--- src/sv/nlms_echo_canceller_core_assert.svh ---
// ----------------------------------------------------------------------------
// NLMS echo canceller assertion macros
// Shared property wrappers for the echo canceller RTL. They are empty when
// SYNTH is defined.
// ----------------------------------------------------------------------------
`ifndef NLMS_ECHO_CANCELLER_CORE_ASSERT_SVH
`define NLMS_ECHO_CANCELLER_CORE_ASSERT_SVH

`ifndef SYNTH

// The consequent must hold in the same cycle as the antecedent.
`define NEC_ASSERT_SAME(lbl, ante, cons) \
    lbl: assert property (@(posedge clk) disable iff (!rst_n) (ante) |-> (cons)) \
        else $error("nec: same-cycle check failed");

// The consequent must hold in the cycle after the antecedent.
`define NEC_ASSERT_NEXT(lbl, ante, cons) \
    lbl: assert property (@(posedge clk) disable iff (!rst_n) (ante) |=> (cons)) \
        else $error("nec: next-cycle check failed");

`else

`define NEC_ASSERT_SAME(lbl, ante, cons)
`define NEC_ASSERT_NEXT(lbl, ante, cons)

`endif

`endif

--- src/sv/nec_ram.sv ---
// ----------------------------------------------------------------------------
// NLMS echo canceller generic RAM
// Simple dual-port memory: one write port, one read port with registered
// read data.
// ----------------------------------------------------------------------------
module nec_ram #(
    parameter int Width = 32,
    parameter int Depth = 128
) (
    input  logic                     clk,
    input  logic                     we,
    input  logic [$clog2(Depth)-1:0] waddr,
    input  logic [Width-1:0]         wdata,
    input  logic [$clog2(Depth)-1:0] raddr,
    output logic [Width-1:0]         rdata
);

    logic [Width-1:0] mem_reg [Depth];
    logic [Width-1:0] rdata_reg;

    // Write port.
    always_ff @(posedge clk)
    begin
        if (we)
        begin
            mem_reg[waddr] <= wdata;
        end
    end

    // Registered read port.
    always_ff @(posedge clk)
    begin
        rdata_reg <= mem_reg[raddr];
    end

    assign rdata = rdata_reg;

endmodule

--- config.mk ---
export PLATFORM = sky130hd
export DESIGN_NAME = nec_ram
export DESIGN_NICKNAME = d
export VERILOG_FILES = /design/src/sv/nlms_echo_canceller_core_assert.svh /design/src/sv/nec_ram.sv
export SDC_FILE = /design/constraint.sdc
export NUM_CORES = 2
export LEC_CHECK = 0
export ABC_CLOCK_PERIOD_IN_PS = 3900
export BUFFER_PORTS_ARGS = -buffer_cell sky130_fd_sc_hd__buf_2
export CAP_MARGIN = 30
export CORE_UTILIZATION = 35
export CTS_BUF_LIST = sky130_fd_sc_hd__clkbuf_8
export CTS_CLUSTER_SIZE = 10
export DETAILED_ROUTE_END_ITERATION = 7
export MAX_ROUTING_LAYER = met4
export PLACE_DENSITY = 0.57
export REMOVE_ABC_BUFFERS = 1
export SETUP_SLACK_MARGIN = 0.3
export SYNTH_ARGS = -nofsm -noshare
export SYNTH_HDL_FRONTEND = slang
export SYNTH_SLANG_ARGS = --single-unit
--- constraint.sdc ---
create_clock -name clk -period 3.9 [get_ports clk]
set_input_delay 0.78 -clock clk [delete_from_list [all_inputs] [get_ports clk]]
set_output_delay 0.78 -clock clk [all_outputs]
set_load 0.02 [all_outputs]
==> metrics.txt <==
pwr dens a little under 500 nW/um^2; hold_buf cts 0; CP max stage delay 0.86 ns; Slew Viols, Final 0; port bufs 79; CP Max Fanout 1; CP required 3.12 ns; die footprint 449200 sq um; first-pass GRT wire length 595.9 mm; DRT Wirelength 431.3 mm; final hold vios 0; mapped cell area 156300 sq um; CP Launch Type flip-flop; wl on met1 ~170 mm; Clock Tree Buf Depth 4; share of cells above drive strength 1 38.87%; crit path time final around 3 ns; footprint of the multi-input gates 32290 sq um; Hold Crit Class in2reg; highest routed layer met4; Routed Antenna Nets 0; crit path capture type output pin; Final Non-Filler Cells 13360; Sinks on Clock Net 4128; met3 WL 32.07 mm; Max-Slew Margin vs Limit 32.00%; DR vias 72290; total power 87.71 mW; Vert. Die Dim roughly 670 um; Post-Synthesis Cells 5990; postcts setup bufs 0; clock-pin slew on the worst setup and hold paths 0.06 ns; Initial DRC Count 8660; Synth top area share 78.71%; worst-path cell chain buf_2; number of I/O pins 80; initial antenna violation count 66; Initial Util between 30% and 40%; number of global-route vias before repair about 74000; FMAX 0.3250 GHz; ranking of synthesized cells by area edfxtp_1 79%, mux4_2 19%, clkbuf_1 0.44%; slowest CP cell dfxtp_1; RSZ-0062 raised after global routing false; dominant cell type by area after synthesis edfxtp_1; post-synthesis sequential area ratio about four fifths; dpl cells 12150; Synth Warn # 0; worst path arrival time 2.30 ns; drt drc 0; Buf/Inv on CP 1; synthesized flop and latch total between 4000 and 5000; wire length per cell 32.29 um; Netlist cell types 17; die width around 670 um; First-pass DRT Iterations 8; fill count 37970; gpl congestion 0.8030; grt ovf 0; NumNets Final 6909; CTS tree built; max cap viols 0; final setup fails 0; Setup CP Type reg2out; Lkg Pwr 56.11 nW; P&R area growth vs syn 16.64%; Resized cells post-CTS 0; Final Util 40.98%; Mean Syn Cell Area roughly 26 sq um; crit-path leading delay family flip-flops; row count roughly 250; Clock Latency Late Sink 1.09 ns; Tot GR Track Use 19.47%; Peak supply drop 0.2411 mV; CTS Root Cell clkbuf_8; clk_skew 0.05658 ns; Clock H-tree levels 6; status complete, no violations; vias per cell 5.412; area occupied by registers 123600 sq um; Tightest Pin Transition 1.020 ns; DR WL met2 214.6 mm; largest net degree at the start of global routing 112; hpwl dp 247.5 mm; core area 444800 sq um; max reg flops 4096; period utilization between 70% and 80%; TritonCTS Buffers 634; setup_tns 0 ns
-- cell usage in the layout, fill, tap and decap left out --
cell type      n
edfxtp_1    4096
mux4_2      1344
clkbuf_8     653
buf_4        260
buf_12       241
inv_1        178
clkinv_1     156
nor2_4       119
clkinv_2      85
diode_2       74
buf_2         40
mux2_2        32
dfxtp_1       32
clkinvlp_4    22
bufinv_16     17
nand2_1       11
inv_6         10
nor3_2         9
nand3_1        8
nor2b_1        7
inv_8          7
buf_16         6
nand3_2        4
nor2_1         3
nand4_1        3
nand2_2        3
buf_8          3
nand2b_1       2
clkinv_4       2
or3_1          1
clkinv_8       1
buf_6          1
-- kinds of logic after synthesis --
| logic type | count (synthesis) | synth area share (%) |
|---|---|---|
| flops | 4128 | 79.12 |
| mux | 1376 | 19.60 |
| buf+inv | 316 | 0.8391 |
| simple gates | 170 | 0.4460 |
-- where the power goes --
| part | switching, mW | internal [mW] |
|---|---|---|
| Sequential | 0.224 | 49.0 |
| Clock | 16.7 | 16.7 |
| Combinational | 3.04 | 2.03 |
| Total | 19.9 | 67.8 |
-- synth_stat cells --
library cell / count
edfxtp_1: 4096
mux4_2: 1344
clkbuf_1: 182
nor2_1: 122
buf_2: 79
buf_1: 50
dfxtp_1: 32
mux2_2: 32
nand2_1: 14
nand3_1: 12
nor3_1: 9
nor2b_1: 7
buf_4: 3
nand4_1: 3
buf_6: 2
nand2b_1: 2
or3_1: 1
-- through the flow --
| stage | hold WS (ns) | cell area [sq um] | worst slack, ns |
|---|---|---|---|
| 2_1_floorplan | 0.8789 | 155000 | -0.08650 |
| 3_3_place_gp | 1.134 | 170400 | -0.2641 |
| 3_5_place_dp | 1.133 | 170500 | -0.2818 |
| 4_1_cts | 0.01583 | 182100 | 0.6085 |
| 5_1_grt | 0.05226 | 182200 | 0.7568 |
| 6_report | 0.1184 | 182300 | 0.8227 |
-- layout make-up --
| type | count | area share [%] |
|---|---|---|
| diodes | 74 | 0.1016 |
| repair buffers | 551 | 3.949 |
| flip-flops and latches | 4128 | 67.83 |
| well taps | 5928 | 4.069 |
| clock inverters | 478 | 1.402 |
| multi-input cells | 1546 | 17.72 |
| clock buffers | 653 | 4.931 |
-- final timing paths --
path	cells after the start	startpoint	end	slack [ns]
hold / removal	1	wdata[9]	mem_reg[101][9]	0.12
setup / recovery	1	rdata[25]	rdata[25]	0.82
setup reg to reg	4	mem_reg[77][30]	rdata[30]	1.25
hold reg to reg	4	mem_reg[26][21]	rdata[21]	1.13
-- routing by layer --
| metal | vias to the layer above | track usage [%] |
|---|---|---|
| met5 | - | - |
| met4 | 0 | 4.970 |
| met3 | 549 | 3.036 |
| met2 | 3160 | 31.71 |
| met1 | 40220 | 25.73 |
| li1 | 28360 | - |
Note: power is estimated with default switching activity, not from simulation.
